### src/hw/rtl/srsw_pkg.sv
package srsw_pkg;

    localparam int MAX_OUT = 8;
    localparam int CFG_INDEX_W = 1;
    localparam int CFG_DATA_W = 32;

    typedef logic [$clog2(MAX_OUT + 1)-1:0] emit_cnt_t;

    typedef enum logic [1:0] {
        OP_SUBMIT = 2'd0,
        OP_ACK    = 2'd1,
        OP_TICK   = 2'd2
    } opcode_t;

    typedef enum logic [CFG_INDEX_W-1:0] {
        CFG_TIMEOUT = 1'b0,
        CFG_MAX_LEN = 1'b1
    } cfg_index_t;

    typedef enum logic [2:0] {
        KIND_SENT        = 3'd0,
        KIND_RETX        = 3'd1,
        KIND_TOO_LONG    = 3'd2,
        KIND_WIN_FULL    = 3'd3,
        KIND_ACK_TAKEN   = 3'd4,
        KIND_ACK_IGNORED = 3'd5,
        KIND_IDLE        = 3'd6
    } kind_t;

    typedef struct packed {
        kind_t       result_kind;
        logic [7:0]  frame_seq;
        logic [15:0] frame_handle;
        logic [15:0] frame_length;
        logic        window_full;
        logic [7:0]  window_base;
        logic        last;
    } result_t;

endpackage

### src/hw/rtl/srsw_item_if.sv
interface srsw_item_if import srsw_pkg::*; ();
    logic        valid;
    logic        ready;
    logic [1:0]  opcode;
    logic [7:0]  ack_number;
    logic [15:0] payload_handle;
    logic [15:0] payload_length;

    modport source (output valid, output opcode, output ack_number,
                    output payload_handle, output payload_length, input ready);
    modport sink   (input valid, input opcode, input ack_number,
                    input payload_handle, input payload_length, output ready);
endinterface

### src/hw/rtl/srsw_result_if.sv
interface srsw_result_if import srsw_pkg::*; ();
    logic        valid;
    logic        ready;
    kind_t       result_kind;
    logic [7:0]  frame_seq;
    logic [15:0] frame_handle;
    logic [15:0] frame_length;
    logic        window_full;
    logic [7:0]  window_base;
    logic        last;

    modport source (output valid, output result_kind, output frame_seq,
                    output frame_handle, output frame_length, output window_full,
                    output window_base, output last, input ready);
    modport sink   (input valid, input result_kind, input frame_seq,
                    input frame_handle, input frame_length, input window_full,
                    input window_base, input last, output ready);
endinterface

### src/hw/rtl/srsw_cfg_if.sv
interface srsw_cfg_if import srsw_pkg::*; ();
    logic                   valid;
    logic                   ready;
    logic [CFG_INDEX_W-1:0] index;
    logic [CFG_DATA_W-1:0]  data;

    modport source (output valid, output index, output data, input ready);
    modport sink   (input valid, input index, input data, output ready);
endinterface

### src/hw/rtl/selective_repeat_sender_window.sv
// Sender window of a selective-repeat ARQ link. Each transaction on item is a submit, an
// acknowledgement, a time tick or an unused opcode (idle result); results come out on
// result, the final one of each item flagged by last. Slot records (sequence, handle,
// length, send time) live in one memory with one write and one read port and a registered
// read; in-use and acknowledged flags are flip-flops cleared by reset. One item is handled
// at a time and item.ready is high only between items. A submit goes to S_EMIT; an ack
// reads its slot in S_ACK_DIV, is checked in S_ACK_CHK and, if taken, slides the base in
// S_SLIDE (at most WINDOW slots); a tick scans one slot per cycle through the memory read
// port in S_SCAN, then S_TFIN. Every item, and the scan, wait while result is stalled. A
// finished result waits in an output register while the next item is taken.
// Configuration writes are taken on any cycle but must only come while the block is idle.
module selective_repeat_sender_window import srsw_pkg::*; #(
    parameter int WINDOW    = 8,
    parameter int SEQ_COUNT = 16
) (
    input  logic           clk,
    input  logic           rst_n,
    srsw_cfg_if.sink       cfg,
    srsw_item_if.sink      item,
    srsw_result_if.source  result
);

    localparam int SEQ_W  = $clog2(SEQ_COUNT);
    localparam int IDX_W  = $clog2(WINDOW);
    localparam int REC_W  = SEQ_W + 64;
    localparam int RECIP  = 65536 / WINDOW;

    typedef enum logic [6:0] {
        S_IDLE    = 7'b0000001,
        S_EMIT    = 7'b0000010,
        S_ACK_DIV = 7'b0000100,
        S_ACK_CHK = 7'b0001000,
        S_SLIDE   = 7'b0010000,
        S_SCAN    = 7'b0100000,
        S_TFIN    = 7'b1000000
    } state_t;

    function automatic logic [SEQ_W:0] seq_dist(input logic [SEQ_W-1:0] a,
                                                 input logic [SEQ_W-1:0] b);
        logic [SEQ_W:0] d;
        if (b >= a)
        begin
            d = {1'b0, b} - {1'b0, a};
        end
        else
        begin
            d = {1'b0, b} + (SEQ_W + 1)'(SEQ_COUNT) - {1'b0, a};
        end
        return d;
    endfunction

    state_t            state_reg, state_next;
    logic [31:0]       timeout_reg, timeout_next;
    logic [15:0]       max_len_reg, max_len_next;
    logic [SEQ_W-1:0]  base_reg, base_next;
    logic [SEQ_W-1:0]  next_reg, next_next;
    logic [IDX_W-1:0]  base_slot_reg, base_slot_next;
    logic [IDX_W-1:0]  next_slot_reg, next_slot_next;
    logic [31:0]       time_reg, time_next;
    logic [WINDOW-1:0] in_use_reg, in_use_next;
    logic [WINDOW-1:0] acked_reg, acked_next;
    result_t           res_reg, res_next;
    logic [7:0]        ack_seq_reg, ack_seq_next;
    logic [7:0]        ack_q_reg, ack_q_next;
    logic [IDX_W-1:0]  ack_slot_reg, ack_slot_next;
    logic [IDX_W:0]    slide_cnt_reg, slide_cnt_next;
    logic [IDX_W:0]    scan_idx_reg, scan_idx_next;
    logic              eval_valid_reg, eval_valid_next;
    logic [IDX_W-1:0]  eval_idx_reg, eval_idx_next;
    emit_cnt_t         found_reg, found_next;
    logic              pend_valid_reg, pend_valid_next;
    result_t           pend_reg, pend_next;

    logic              mem_we;
    logic [IDX_W-1:0]  mem_wa;
    logic [REC_W-1:0]  mem_wd;
    logic              mem_re;
    logic [IDX_W-1:0]  mem_ra;
    logic [REC_W-1:0]  mem_rd;

    logic [SEQ_W-1:0]  rd_seq;
    logic [15:0]       rd_handle;
    logic [15:0]       rd_length;
    logic [31:0]       rd_time;

    logic              item_fire;
    logic              cfg_fire;
    logic              out_load;
    logic              out_free;
    result_t           out_src;
    result_t           out_data;

    logic [SEQ_W:0]    out_count;
    logic              full_now;
    logic [SEQ_W-1:0]  next_inc;
    logic [IDX_W-1:0]  next_slot_inc;
    logic [SEQ_W-1:0]  base_inc;
    logic [IDX_W-1:0]  base_slot_inc;
    logic [24:0]       ack_prod;
    logic [15:0]       ack_rem;
    logic [15:0]       ack_rem_fix;
    logic [IDX_W-1:0]  ack_slot_calc;
    logic              ack_in_range;
    logic              ack_ok;
    logic              due;
    logic              scan_stall;
    logic              scan_stop;
    emit_cnt_t         found_after;
    result_t           res_blank;

    assign item_fire = item.valid && item.ready;
    assign cfg_fire  = cfg.valid && cfg.ready;
    assign cfg.ready  = 1'b1;
    assign item.ready = (state_reg == S_IDLE);

    assign rd_seq    = mem_rd[REC_W-1 -: SEQ_W];
    assign rd_handle = mem_rd[63:48];
    assign rd_length = mem_rd[47:32];
    assign rd_time   = mem_rd[31:0];

    assign out_count = seq_dist(base_reg, next_reg);
    assign full_now  = 32'(out_count) >= 32'(WINDOW);

    assign next_inc      = (next_reg == SEQ_W'(SEQ_COUNT - 1)) ? '0 : next_reg + 1'b1;
    assign next_slot_inc = ((next_reg == SEQ_W'(SEQ_COUNT - 1))
                            || (next_slot_reg == IDX_W'(WINDOW - 1)))
                           ? '0 : next_slot_reg + 1'b1;
    assign base_inc      = (base_reg == SEQ_W'(SEQ_COUNT - 1)) ? '0 : base_reg + 1'b1;
    assign base_slot_inc = ((base_reg == SEQ_W'(SEQ_COUNT - 1))
                            || (base_slot_reg == IDX_W'(WINDOW - 1)))
                           ? '0 : base_slot_reg + 1'b1;

    // slot of an acknowledgement: reciprocal quotient, then one correction
    assign ack_prod      = 25'(item.ack_number) * 25'(RECIP);
    assign ack_rem       = 16'(ack_seq_reg) - 16'(ack_q_reg) * 16'(WINDOW);
    assign ack_rem_fix   = (ack_rem >= 16'(WINDOW)) ? ack_rem - 16'(WINDOW) : ack_rem;
    assign ack_slot_calc = ack_rem_fix[IDX_W-1:0];
    assign ack_in_range  = {1'b0, ack_seq_reg} < 9'(SEQ_COUNT);
    assign ack_ok = ack_in_range
                    && (seq_dist(base_reg, ack_seq_reg[SEQ_W-1:0]) < out_count)
                    && in_use_reg[ack_slot_reg] && !acked_reg[ack_slot_reg]
                    && (rd_seq == ack_seq_reg[SEQ_W-1:0]);

    assign due = eval_valid_reg && in_use_reg[eval_idx_reg] && !acked_reg[eval_idx_reg]
                 && ((time_reg - rd_time) >= timeout_reg);
    assign scan_stall  = due && pend_valid_reg && !out_free;
    assign found_after = found_reg + emit_cnt_t'(due);
    assign scan_stop   = (scan_idx_reg == (IDX_W + 1)'(WINDOW))
                         || (found_after == emit_cnt_t'(MAX_OUT));

    always_comb
    begin
        res_blank             = '0;
        res_blank.result_kind = KIND_IDLE;
        res_blank.last        = 1'b1;
    end

    always_comb
    begin
        out_data             = out_src;
        out_data.window_full = full_now;
        out_data.window_base = 8'(base_reg);
    end

    always_comb
    begin
        state_next      = state_reg;
        timeout_next    = timeout_reg;
        max_len_next    = max_len_reg;
        base_next       = base_reg;
        next_next       = next_reg;
        base_slot_next  = base_slot_reg;
        next_slot_next  = next_slot_reg;
        time_next       = time_reg;
        in_use_next     = in_use_reg;
        acked_next      = acked_reg;
        res_next        = res_reg;
        ack_seq_next    = ack_seq_reg;
        ack_q_next      = ack_q_reg;
        ack_slot_next   = ack_slot_reg;
        slide_cnt_next  = slide_cnt_reg;
        scan_idx_next   = scan_idx_reg;
        eval_valid_next = eval_valid_reg;
        eval_idx_next   = eval_idx_reg;
        found_next      = found_reg;
        pend_valid_next = pend_valid_reg;
        pend_next       = pend_reg;
        mem_we          = 1'b0;
        mem_wa          = next_slot_reg;
        mem_wd          = {next_reg, item.payload_handle, item.payload_length, time_reg};
        mem_re          = 1'b0;
        mem_ra          = ack_slot_calc;
        out_load        = 1'b0;
        out_src         = res_reg;

        if (cfg_fire)
        begin
            unique case (cfg.index)
                CFG_TIMEOUT: timeout_next = cfg.data;
                CFG_MAX_LEN: max_len_next = cfg.data[15:0];
                default:     timeout_next = timeout_reg;
            endcase
        end

        unique case (state_reg)
            S_IDLE:
            begin
                if (item_fire)
                begin
                    res_next = res_blank;
                    unique case (item.opcode)
                        OP_SUBMIT:
                        begin
                            state_next = S_EMIT;
                            if (item.payload_length > max_len_reg)
                            begin
                                res_next.result_kind = KIND_TOO_LONG;
                            end
                            else if (full_now)
                            begin
                                res_next.result_kind = KIND_WIN_FULL;
                            end
                            else
                            begin
                                mem_we                     = 1'b1;
                                in_use_next[next_slot_reg] = 1'b1;
                                acked_next[next_slot_reg]  = 1'b0;
                                next_next                  = next_inc;
                                next_slot_next             = next_slot_inc;
                                res_next.result_kind       = KIND_SENT;
                                res_next.frame_seq         = 8'(next_reg);
                                res_next.frame_handle      = item.payload_handle;
                                res_next.frame_length      = item.payload_length;
                            end
                        end
                        OP_ACK:
                        begin
                            ack_seq_next = item.ack_number;
                            ack_q_next   = ack_prod[23:16];
                            state_next   = S_ACK_DIV;
                        end
                        OP_TICK:
                        begin
                            time_next       = time_reg + 32'd1;
                            scan_idx_next   = '0;
                            eval_valid_next = 1'b0;
                            found_next      = '0;
                            pend_valid_next = 1'b0;
                            state_next      = S_SCAN;
                        end
                        default:
                        begin
                            state_next = S_EMIT;
                        end
                    endcase
                end
            end
            S_EMIT:
            begin
                if (out_free)
                begin
                    out_load   = 1'b1;
                    state_next = S_IDLE;
                end
            end
            S_ACK_DIV:
            begin
                mem_re        = 1'b1;
                ack_slot_next = ack_slot_calc;
                state_next    = S_ACK_CHK;
            end
            S_ACK_CHK:
            begin
                res_next = res_blank;
                if (ack_ok)
                begin
                    acked_next[ack_slot_reg] = 1'b1;
                    slide_cnt_next           = '0;
                    state_next               = S_SLIDE;
                end
                else
                begin
                    res_next.result_kind = KIND_ACK_IGNORED;
                    state_next           = S_EMIT;
                end
            end
            S_SLIDE:
            begin
                if ((slide_cnt_reg == (IDX_W + 1)'(WINDOW))
                    || !(in_use_reg[base_slot_reg] && acked_reg[base_slot_reg]))
                begin
                    res_next.result_kind = KIND_ACK_TAKEN;
                    state_next           = S_EMIT;
                end
                else
                begin
                    in_use_next[base_slot_reg] = 1'b0;
                    acked_next[base_slot_reg]  = 1'b0;
                    base_next                  = base_inc;
                    base_slot_next             = base_slot_inc;
                    slide_cnt_next             = slide_cnt_reg + 1'b1;
                end
            end
            S_SCAN:
            begin
                out_src      = pend_reg;
                out_src.last = 1'b0;
                mem_wa       = eval_idx_reg;
                mem_wd       = {rd_seq, rd_handle, rd_length, time_reg};
                mem_ra       = scan_idx_reg[IDX_W-1:0];
                if (!scan_stall)
                begin
                    // hold one due frame back until the next one or the end of the scan
                    if (due)
                    begin
                        mem_we                 = 1'b1;
                        out_load               = pend_valid_reg;
                        pend_valid_next        = 1'b1;
                        pend_next              = res_blank;
                        pend_next.result_kind  = KIND_RETX;
                        pend_next.frame_seq    = 8'(rd_seq);
                        pend_next.frame_handle = rd_handle;
                        pend_next.frame_length = rd_length;
                        found_next             = found_after;
                    end
                    if (scan_stop)
                    begin
                        eval_valid_next = 1'b0;
                        state_next      = S_TFIN;
                    end
                    else
                    begin
                        mem_re          = 1'b1;
                        eval_valid_next = 1'b1;
                        eval_idx_next   = scan_idx_reg[IDX_W-1:0];
                        scan_idx_next   = scan_idx_reg + 1'b1;
                    end
                end
            end
            S_TFIN:
            begin
                out_src = pend_valid_reg ? pend_reg : res_blank;
                if (out_free)
                begin
                    out_load        = 1'b1;
                    pend_valid_next = 1'b0;
                    state_next      = S_IDLE;
                end
            end
            default:
            begin
                state_next = S_IDLE;
            end
        endcase
    end

    always_ff @(posedge clk or negedge rst_n)
    begin
        if (!rst_n)
        begin
            state_reg      <= S_IDLE;
            timeout_reg    <= 32'd500;
            max_len_reg    <= 16'd1024;
            base_reg       <= '0;
            next_reg       <= '0;
            base_slot_reg  <= '0;
            next_slot_reg  <= '0;
            time_reg       <= '0;
            in_use_reg     <= '0;
            acked_reg      <= '0;
            slide_cnt_reg  <= '0;
            scan_idx_reg   <= '0;
            eval_valid_reg <= 1'b0;
            found_reg      <= '0;
            pend_valid_reg <= 1'b0;
        end
        else
        begin
            state_reg      <= state_next;
            timeout_reg    <= timeout_next;
            max_len_reg    <= max_len_next;
            base_reg       <= base_next;
            next_reg       <= next_next;
            base_slot_reg  <= base_slot_next;
            next_slot_reg  <= next_slot_next;
            time_reg       <= time_next;
            in_use_reg     <= in_use_next;
            acked_reg      <= acked_next;
            slide_cnt_reg  <= slide_cnt_next;
            scan_idx_reg   <= scan_idx_next;
            eval_valid_reg <= eval_valid_next;
            found_reg      <= found_next;
            pend_valid_reg <= pend_valid_next;
        end
    end

    always_ff @(posedge clk)
    begin
        res_reg      <= res_next;
        ack_seq_reg  <= ack_seq_next;
        ack_q_reg    <= ack_q_next;
        ack_slot_reg <= ack_slot_next;
        eval_idx_reg <= eval_idx_next;
        pend_reg     <= pend_next;
    end

    srsw_slot_mem #(
        .DEPTH  (WINDOW),
        .DATA_W (REC_W)
    ) u_slot_mem (
        .clk   (clk),
        .we    (mem_we),
        .waddr (mem_wa),
        .wdata (mem_wd),
        .re    (mem_re),
        .raddr (mem_ra),
        .rdata (mem_rd)
    );

    srsw_out_reg u_out_reg (
        .clk       (clk),
        .rst_n     (rst_n),
        .load      (out_load),
        .load_data (out_data),
        .free      (out_free),
        .result    (result)
    );

    a_acked_in_use: assert property (@(posedge clk) disable iff (!rst_n)
        (acked_reg & ~in_use_reg) == '0)
        else $error("acknowledged flag set on a slot not in use");

    a_mem_ports: assert property (@(posedge clk) disable iff (!rst_n)
        (mem_we && mem_re) |-> (mem_wa != mem_ra))
        else $error("slot memory read and written at the same entry");

    a_pend_scope: assert property (@(posedge clk) disable iff (!rst_n)
        pend_valid_reg |-> (state_reg == S_SCAN || state_reg == S_TFIN))
        else $error("held retransmission outside a tick");

    a_scan_cap: assert property (@(posedge clk) disable iff (!rst_n)
        (state_reg == S_SCAN) |-> (found_reg < emit_cnt_t'(MAX_OUT)))
        else $error("tick scan ran past the retransmission limit");

    a_load_free: assert property (@(posedge clk) disable iff (!rst_n)
        out_load |-> out_free)
        else $error("output register overwritten before the transaction");

endmodule

### src/hw/rtl/srsw_slot_mem.sv
module srsw_slot_mem #(
    parameter int DEPTH  = 8,
    parameter int DATA_W = 68
) (
    input  logic                     clk,
    input  logic                     we,
    input  logic [$clog2(DEPTH)-1:0] waddr,
    input  logic [DATA_W-1:0]        wdata,
    input  logic                     re,
    input  logic [$clog2(DEPTH)-1:0] raddr,
    output logic [DATA_W-1:0]        rdata
);

    logic [DATA_W-1:0] slot_mem [DEPTH];
    logic [DATA_W-1:0] rdata_reg;

    always_ff @(posedge clk)
    begin
        if (we)
        begin
            slot_mem[waddr] <= wdata;
        end
        if (re)
        begin
            rdata_reg <= slot_mem[raddr];
        end
    end

    assign rdata = rdata_reg;

endmodule

### src/hw/rtl/srsw_out_reg.sv
module srsw_out_reg import srsw_pkg::*; (
    input  logic                 clk,
    input  logic                 rst_n,
    input  logic                 load,
    input  result_t              load_data,
    output logic                 free,
    srsw_result_if.source        result
);

    logic    valid_reg;
    logic    valid_next;
    result_t data_reg;
    result_t data_next;

    assign free = !valid_reg || result.ready;

    always_comb
    begin
        valid_next = valid_reg;
        data_next  = data_reg;
        if (load)
        begin
            valid_next = 1'b1;
            data_next  = load_data;
        end
        else if (result.ready)
        begin
            valid_next = 1'b0;
        end
    end

    always_ff @(posedge clk or negedge rst_n)
    begin
        if (!rst_n)
        begin
            valid_reg <= 1'b0;
        end
        else
        begin
            valid_reg <= valid_next;
        end
    end

    always_ff @(posedge clk)
    begin
        data_reg <= data_next;
    end

    assign result.valid        = valid_reg;
    assign result.result_kind  = data_reg.result_kind;
    assign result.frame_seq    = data_reg.frame_seq;
    assign result.frame_handle = data_reg.frame_handle;
    assign result.frame_length = data_reg.frame_length;
    assign result.window_full  = data_reg.window_full;
    assign result.window_base  = data_reg.window_base;
    assign result.last         = data_reg.last;

endmodule

### src/flat_wrapper.sv
// flat-port wrapper written by rule: the top's interface ports become plain ports
module selective_repeat_sender_window_flat import srsw_pkg::*;
#(
    parameter int WINDOW    = 8,
    parameter int SEQ_COUNT = 16
)
  (clk, rst_n, cfg_valid, cfg_index, cfg_data, cfg_ready, item_valid, item_opcode, item_ack_number, item_payload_handle, item_payload_length, item_ready, result_valid, result_result_kind, result_frame_seq, result_frame_handle, result_frame_length, result_window_full, result_window_base, result_last, result_ready);
  srsw_cfg_if cfg_i ();
  srsw_item_if item_i ();
  srsw_result_if result_i ();
  input  logic clk;
  input  logic rst_n;
  input wire logic [$bits(cfg_i.valid)-1:0] cfg_valid;
  input wire logic [$bits(cfg_i.index)-1:0] cfg_index;
  input wire logic [$bits(cfg_i.data)-1:0] cfg_data;
  output wire logic [$bits(cfg_i.ready)-1:0] cfg_ready;
  input wire logic [$bits(item_i.valid)-1:0] item_valid;
  input wire logic [$bits(item_i.opcode)-1:0] item_opcode;
  input wire logic [$bits(item_i.ack_number)-1:0] item_ack_number;
  input wire logic [$bits(item_i.payload_handle)-1:0] item_payload_handle;
  input wire logic [$bits(item_i.payload_length)-1:0] item_payload_length;
  output wire logic [$bits(item_i.ready)-1:0] item_ready;
  output wire logic [$bits(result_i.valid)-1:0] result_valid;
  output wire logic [$bits(result_i.result_kind)-1:0] result_result_kind;
  output wire logic [$bits(result_i.frame_seq)-1:0] result_frame_seq;
  output wire logic [$bits(result_i.frame_handle)-1:0] result_frame_handle;
  output wire logic [$bits(result_i.frame_length)-1:0] result_frame_length;
  output wire logic [$bits(result_i.window_full)-1:0] result_window_full;
  output wire logic [$bits(result_i.window_base)-1:0] result_window_base;
  output wire logic [$bits(result_i.last)-1:0] result_last;
  input wire logic [$bits(result_i.ready)-1:0] result_ready;
  assign cfg_i.valid = cfg_valid;
  assign cfg_i.index = cfg_index;
  assign cfg_i.data = cfg_data;
  assign cfg_ready = cfg_i.ready;
  assign item_i.valid = item_valid;
  assign item_i.opcode = item_opcode;
  assign item_i.ack_number = item_ack_number;
  assign item_i.payload_handle = item_payload_handle;
  assign item_i.payload_length = item_payload_length;
  assign item_ready = item_i.ready;
  assign result_valid = result_i.valid;
  assign result_result_kind = result_i.result_kind;
  assign result_frame_seq = result_i.frame_seq;
  assign result_frame_handle = result_i.frame_handle;
  assign result_frame_length = result_i.frame_length;
  assign result_window_full = result_i.window_full;
  assign result_window_base = result_i.window_base;
  assign result_last = result_i.last;
  assign result_i.ready = result_ready;
  selective_repeat_sender_window #(.WINDOW(WINDOW), .SEQ_COUNT(SEQ_COUNT)) u_core (.clk(clk), .rst_n(rst_n), .cfg(cfg_i), .item(item_i), .result(result_i));
endmodule
### config.mk
export PLATFORM = sky130hd
export DESIGN_NAME = selective_repeat_sender_window_flat
export DESIGN_NICKNAME = d
export VERILOG_FILES = /design/src/hw/rtl/srsw_pkg.sv /design/src/hw/rtl/srsw_item_if.sv /design/src/hw/rtl/srsw_result_if.sv /design/src/hw/rtl/srsw_cfg_if.sv /design/src/hw/rtl/selective_repeat_sender_window.sv /design/src/hw/rtl/srsw_slot_mem.sv /design/src/hw/rtl/srsw_out_reg.sv /design/src/flat_wrapper.sv
export SDC_FILE = /design/constraint.sdc
export NUM_CORES = 1
export LEC_CHECK = 0
export ABC_AREA = 1
export ABC_CLOCK_PERIOD_IN_PS = 9900
export BUFFER_PORTS_ARGS = -buffer_cell sky130_fd_sc_hd__buf_2
export CAP_MARGIN = 20
export CORE_MARGIN = 8
export CORE_UTILIZATION = 45
export DETAILED_ROUTE_END_ITERATION = 8
export HOLD_SLACK_MARGIN = 0.12
export MAX_ROUTING_LAYER = met4
export PLACE_DENSITY = 0.72
export SETUP_SLACK_MARGIN = 0.02
export SLEW_MARGIN = 20
export SYNTH_ARGS = -nofsm -noshare
export SYNTH_HDL_FRONTEND = slang
export SYNTH_HIERARCHICAL = 1
export SYNTH_SLANG_ARGS = --single-unit
### constraint.sdc
create_clock -name clk -period 9.9 [get_ports clk]
set_clock_uncertainty 0.05 [all_clocks]
set_input_delay 2.475 -clock clk [delete_from_list [all_inputs] [get_ports clk]]
set_output_delay 2.475 -clock clk [all_outputs]
set_load 0.1 [all_outputs]
==> results of run 1 <==
logic make-up after synthesis:
group,count (synthesis),share of synthesized area (%)
AOI/OAI and AO/OA,335,4.35
xor gates and xnor gates,73,1.52
adders and majority gates,111,3.36
buffers and inverters,1043,9.71
DFF,886,61.7
other,2,0.0179
and+or+nand+nor,1923,19.3
worst reg2reg max path, delay by kind of cell (launching register included):
family                     cells  cell delay [ps]
and+or+nand+nor               12             1260
buffers and inverters          7             1410
xor gates and xnor gates       2              310
AOI/OAI and AO/OA              6             1270
DFF                            1              490
adders and majority gates      5             1230
where the power goes:
part	internal (mW)	leakage, nW	switching, mW
Clock	2.06	1.52	1.47
Sequential	4.50	8.47	0.199
Combinational	0.648	11.6	1.87
Total	7.20	21.6	3.53
metal layers:
layer | vias to the layer above | wire length [microns]
met5 | - | 0
met1 | 13900 | 41700
met4 | 0 | 3180
li1 | 14200 | -
met3 | 170 | 7010
met2 | 1035 | 49400
worst paths after layout:
path	startpoint	endpoint	slack, ps	depth (start not counted)
setup reg to reg	u_core/time_reg[0]	u_core/u_slot_mem/rdata[50]	3420	32
hold reg to reg	u_core/u_slot_mem/rdata[46]	u_core/pend_reg[24]	390	0
hold / removal	u_core/u_slot_mem/rdata[46]	u_core/pend_reg[24]	390	0
min in group asynchronous	rst_n	u_core/base_reg[0]	1850	1
max in group asynchronous	rst_n	u_core/timeout_reg[28]	6690	2
setup / recovery	u_core/time_reg[0]	u_core/u_slot_mem/rdata[50]	3420	32
layout make-up:
cell class / instances / area [sq um] / share of cell area (%)
clock inverters: 49 / 561 / 1.19
inverters: 895 / 3380 / 7.17
diodes: 1 / 2.50 / 0.00531
flip-flops and latches: 886 / 26000 / 55.1
well taps: 1254 / 1570 / 3.33
clock buffers: 123 / 2570 / 5.46
repair buffers: 162 / 925 / 1.96
multi-input cells: 2451 / 12200 / 25.8
stage by stage:
| step | hold slack (ps) | total power [mW] |
|---|---|---|
| CTS | 394 | 10.8 |
| floorplan | 376 | 6.57 |
| finish | 393 | 10.7 |
| global placement | 379 | 7.22 |
| detailed placement | 382 | 7.28 |
| global route | 401 | 11.3 |
cells in the final DEF, fill, tap and decap left out, types with 4 or more instances in the layout:
master,n
nand2_1,1270
inv_1,877
edfxtp_1,754
nand3_1,380
o21ai_0,178
nor2_1,156
buf_2,133
dfrtp_1,124
ha_1,108
clkbuf_16,96
a21oi_1,81
xor2_1,55
nand4_1,33
nor3_1,29
buf_4,25
clkbuf_1,20
xnor2_1,18
clkinv_2,17
o21ai_1,16
inv_2,12
nor2_4,12
o22ai_1,12
conb_1,9
clkinv_1,8
bufinv_16,8
nand3_2,8
o21ai_2,8
dfstp_2,8
clkbuf_8,7
nand2_2,7
o31ai_1,7
clkinvlp_4,6
clkinv_4,5
a31oi_1,5
a21oi_4,5
o21a_1,4
o211ai_1,4
a21o_1,4
nand3b_1,4
==> key figures, run 1 <==
Outcome
  – Status: finished clean

Critical path
  – Startpoint types: flop
  – Worst Setup End Kind: flop
  – Slowest CP cell: buf_4
  – Worst path bufs/invs: 7
  – CP most frequent cell: nand2_1
  – Arrival @ worst endpoint: between 6000 and 7000 ps
  – Max incr delay on CP: a little under 900 ps
  – WP data required: between 10000 and 15000 ps
  – Worst Setup Path Type: flop to flop
  – Maximum net fanout on the critical path: 60
  – Kind of cell adding the most delay to the critical path: buffers and inverters

Placement
  – Place WS: ~3500 ps
  – Placed Cells: 5648
  – Final GP Congestion: approximately 0.93
  – PortBufs: about 130
  – Post-placement cell area: roughly 44000 sq um
  – Post-DP HPWL: 60900 microns

STA
  – Setup TNS Final: 0 ps
  – Fin crit period: 6480 ps
  – Final worst-path cycle share: ~65%
  – Max-slew violations: 0
  – Headroom to the max-slew limit: between 20% and 30%
  – Fin. Hold Viols: 0
  – Fmax: between 150 and 200 MHz
  – RSZ-0062 raised after global routing: no
  – Setup Viol. Count Final: 0
  – Final setup margin: around 3400 ps
  – Worst-margin pin slew: around 1100 ps

Die
  – Core Rows: between 100 and 150
  – Core Area: between 90000 and 100000 sq um
  – I/O pins: around 140
  – Die height: approximately 320 microns
  – Die Wd: 322 microns
  – Initial Util: between 40 and 50%
  – Full die area: a little over 100000 sq um

Yosys
  – Post-synth top area share: 53.9%
  – Post-synth EDFFs: roughly 750
  – Avg Cell Area, Syn: 9.61 sq um
  – Asr flop ratio synth: around 15%
  – Post-Syn Area: roughly 42000 sq um
  – Distinct cells, synth: 57
  – Ranking of synthesized cells by area: edfxtp_1 (54%), nand2_1 (11%), inv_1 (7.8%)
  – Post-synth top area cell: edfxtp_1
  – Most used DFF post-synth: edfxtp_1
  – Most frequent cell after synthesis: nand2_1
  – Post-synth top cells: nand2_1 (1273), inv_1 (879), edfxtp_1 (754)
  – Seq/Total Area, Yosys: around three fifths
  – Post-synthesis cell count: around 4.4k
  – Seq cells post-synth: 886
  – Yosys warns: 6

Layout
  – Non-Filler Cell Area, Final: around 47000 sq um
  – Area Growth Syn to Fin: 12.1%
  – FILL cells: 8123
  – Fin cells: 5821
  – Share of layout cells above drive strength 1: ~8.6%
  – Final Util: 50.7%
  – Max reg flops: 544
  – Nets@finish: 4680

Route
  – Drt drc: 0
  – 1st-pass router iterations: 7
  – WL per Instance: roughly 17 microns
  – Vias: 29.3k
  – Routed WL: approximately 100000 microns
  – Post-DRT Antenna Nets: 0
  – Vias per cell: between 5 and 6
  – DR iter-0 viols: 2639

Clock network
  – CTS buffer count: 93
  – Clock Path Buffers: 3
  – Clk pin slew, worst setup/hold paths: 60 ps
  – TritonCTS clock tree: done
  – Resized Gates After CTS: 0
  – Clock H-tree levels: 3
  – # hold bufs at CTS: 0
  – CTS Root Cell: clkbuf_16
  – Post CTS Setup Buffer Count: 0
  – Clock sinks: 886
  – Clock Latency Late Sink: approximately 660 ps

Run
  – Max-cap viol count: 0

Global routing
  – Vias in the first global route: approximately 29k
  – Overall Global Routing Usage: ~20%
  – GR peak layer: met2
  – Largest net degree at the start of global routing: 194
  – GR Layer Usage met1: between 20% and 30%
  – First-pass GRT wire length: around 160000 microns
  – GRT met2 Usage: about 33%
  – Initial antenna violation count: 1
  – Met3 Resource Use GR: about 2.9%
  – Total congestion overflow: 0

Pwr
  – VDD IR-drop max: around 120 uV
  – Pleak: ~22 nW
  – Power density over the cells: 228 nW/um^2

Hold path
  – Hold Crit Class: flop to flop
Power figures use the tool's default switching activity.
==> run 2, diff against run 1 <==
--- a/config.mk
+++ b/config.mk
@@ -6,7 +6,7 @@
 export NUM_CORES = 1
 export LEC_CHECK = 0
 export ABC_AREA = 1
-export ABC_CLOCK_PERIOD_IN_PS = 9900
+export ABC_CLOCK_PERIOD_IN_PS = 6080
 export BUFFER_PORTS_ARGS = -buffer_cell sky130_fd_sc_hd__buf_2
 export CAP_MARGIN = 20
 export CORE_MARGIN = 8
==> constraint.sdc (replaced) <==
create_clock -name clk -period 6.08 [get_ports clk]
set_clock_uncertainty 0.05 [all_clocks]
set_input_delay 1.52 -clock clk [delete_from_list [all_inputs] [get_ports clk]]
set_output_delay 1.52 -clock clk [all_outputs]
set_load 0.1 [all_outputs]
==> run 2 against run 1 <==
Against the previous run:
- fmax is 17% higher
- register-to-register slack worse by 2900 ps
- routed wire length is 0.10% higher
- global-route usage hardly changed
- sequential share of layout area is 0.55 points lower
- largest cell class unchanged
- largest power group unchanged
==> key figures, run 2 (synthesized netlist as in run 1, its figures left out) <==
Global routing
  – Vias in the first global route: a little under 30k
  – Largest net degree at the start of global routing: 213
  – Total congestion overflow: 0
  – Overall Global Routing Usage: approximately a fifth
  – Initial antenna violation count: 0
  – First-pass GRT wire length: 160000 microns

Pwr
  – VDD IR-drop max: ~220 uV
  – Power density over the cells: about 370 nW/um^2
  – Clock power frac: between 30% and 40%
  – P_int: 11.7 mW
  – Switching share of power: 32.8%
  – Combinational share of power: between 20% and 30%
  – Pleak: about 22 nW
  – Psw: 5.74 mW
  – Reg power frac: between 40% and 50%

Clock network
  – # hold bufs at CTS: 0
  – Clock H-tree levels: 3
  – Clk pin slew, worst setup/hold paths: ~70 ps
  – TritonCTS clock tree: done
  – Clock sinks: about 890
  – Clock Path Buffers: 3
  – CTS Root Cell: clkbuf_16
  – Clock Latency Late Sink: between 600 and 700 ps
  – CTS buffer count: 93

Route
  – WL met2: slightly below 50000 microns
  – Top Metal Used: met4
  – WL met3: 6890 microns
  – DR iter-0 viols: roughly 2.5k
  – M1 WL: 42000 microns
  – Routed WL: 101000 microns
  – 1st-pass router iterations: 5
  – Vias: around 30k
  – Drt drc: 0
  – Post-DRT Antenna Nets: 0
  – WL per Instance: around 17 microns
  – Vias per cell: 4.99

Placement
  – Final GP Congestion: ~0.91
  – PortBufs: roughly 130
  – Post-placement cell area: about 44000 sq um
  – Place WS: 285 ps
  – Post-DP HPWL: 62600 microns

Critical path
  – Max incr delay on CP: 520 ps
  – CP most frequent cell: nand2_1
  – Maximum net fanout on the critical path: 21
  – Worst Setup End Kind: flop
  – Slowest CP cell: dfrtp_1
  – Arrival @ worst endpoint: 5900 ps
  – Worst Setup Path Type: flop to flop
  – WP data required: between 6000 and 7000 ps
  – Startpoint types: flop

Layout
  – Nets@finish: between 4k and 5k
  – Ant diodes: 0
  – Area Growth Syn to Fin: 13.2%
  – Most common cell after layout, fill and taps aside: nand2_1
  – Commonest non-fill, non-tap cells in the layout: nand2_1 (1269), inv_1 (877), edfxtp_1 (754)
  – Max reg flops: 544
  – Share of layout cells above drive strength 1: a little under a tenth
  – Non-Filler Cell Area, Final: 47600 sq um

Die
  – Core Area: between 90000 and 100000 sq um
  – Initial Util: 45.2%
  – Full die area: around 100000 sq um
  – Die height: 322 microns
  – I/O pins: 136
  – Core Rows: between 100 and 150
  – Die Wd: 322 microns

STA
  – Setup Viol. Count Final: 0
  – Final Hold Slack: approximately 370 ps
  – Max-slew violations: 0
  – Final setup margin: around 550 ps
  – Headroom to the max-slew limit: 24.1%
  – RSZ-0062 raised after global routing: no
  – Fin crit period: 5530 ps
  – Fin. Hold Viols: 0
  – Setup TNS Final: 0 ps
  – Final worst-path cycle share: 91.0%
  – Fmax: 181 MHz
  – Worst-margin pin slew: 1140 ps

Hold path
  – Hold Crit Class: flop to flop

Run
  – Max-cap viol count: 0

Outcome
  – Status: finished clean
run 2: cell count changes in the layout (fill, tap and decap cells not counted), moves of 3 or more:
cell | before | now
clkinvlp_4 | 6 | 3
clkinv_1 | 8 | 24
buf_12 | 3 | 22
buf_4 | 25 | 46
clkbuf_1 | 20 | 11
run 2: repair_timing:
| action | in CTS | in global routing |
|---|---|---|
| setup buffers | 0 | 7 |
| endpoints found under the setup margin | 0 | 102 |
| resized for setup | 0 | 2 |
| hold endpoints to repair | 0 | 0 |
run 2: per-layer routing:
| layer | vias up | GRT usage (%) |
|---|---|---|
| met5 | - | - |
| met4 | 0 | 6.40 |
| met3 | 171 | 2.82 |
| met2 | 947 | 33.2 |
| met1 | 13800 | 25.1 |
| li1 | 14300 | - |
run 2: path summary, 6_finish.rpt:
check | from | endpoint | slack (ps) | cells past startpoint
worst min-delay path | u_core/u_slot_mem/rdata[42] | u_core/pend_reg[20] | 370 | 0
worst max register to register | u_core/time_reg[9] | u_core/u_slot_mem/rdata[23] | 550 | 32
max in group asynchronous | rst_n | u_core/time_reg[0] | 3780 | 2
worst max-delay path | u_core/time_reg[9] | u_core/u_slot_mem/rdata[23] | 550 | 32
worst min register to register | u_core/u_slot_mem/rdata[42] | u_core/pend_reg[20] | 370 | 0
min in group asynchronous | rst_n | u_core/base_reg[1] | 890 | 1
run 2: power by group through the flow:
stage / combinational, mW / clock, mW / sequential (mW)
6_report: 4.19 / 5.67 / 7.61
4_1_cts: 4.17 / 5.78 / 7.61
2_1_floorplan: 2.56 / 0 / 8.12
3_5_place_dp: 4.15 / 0 / 7.74
3_3_place_gp: 4.06 / 0 / 7.72
5_1_grt: 4.67 / 6.02 / 7.67
run 2: final cells by class:
| class | count | area, sq um |
|---|---|---|
| Clock buffer | 110 | 2460 |
| Clock inverter | 61 | 609 |
| Fill cell | 8086 | 45300 |
| Inverter | 895 | 3380 |
| Multi-Input combinational cell | 2451 | 12200 |
| Sequential cell | 886 | 26000 |
| Tap cell | 1254 | 1570 |
| Timing Repair Buffer | 202 | 1460 |
run 2: stage by stage:
step	cells	utilization (%)	total power, mW
final	5859	51.2	17.5
after global routing	5859	51.2	18.4
after floorplan	4380	-	10.7
after CTS	5852	51.1	17.6
after detailed placement	5681	47.8	11.9
after global placement	5681	47.8	11.8
run 2: worst max-delay path, delay by kind of cell (launching register included):
family | cells | cell delay, ps
and+or+nand+nor | 14 | 1520
buffers and inverters | 6 | 620
adders and majority gates | 4 | 1140
AOI/OAI and AO/OA | 6 | 1050
xor gates and xnor gates | 2 | 350
DFF | 1 | 520
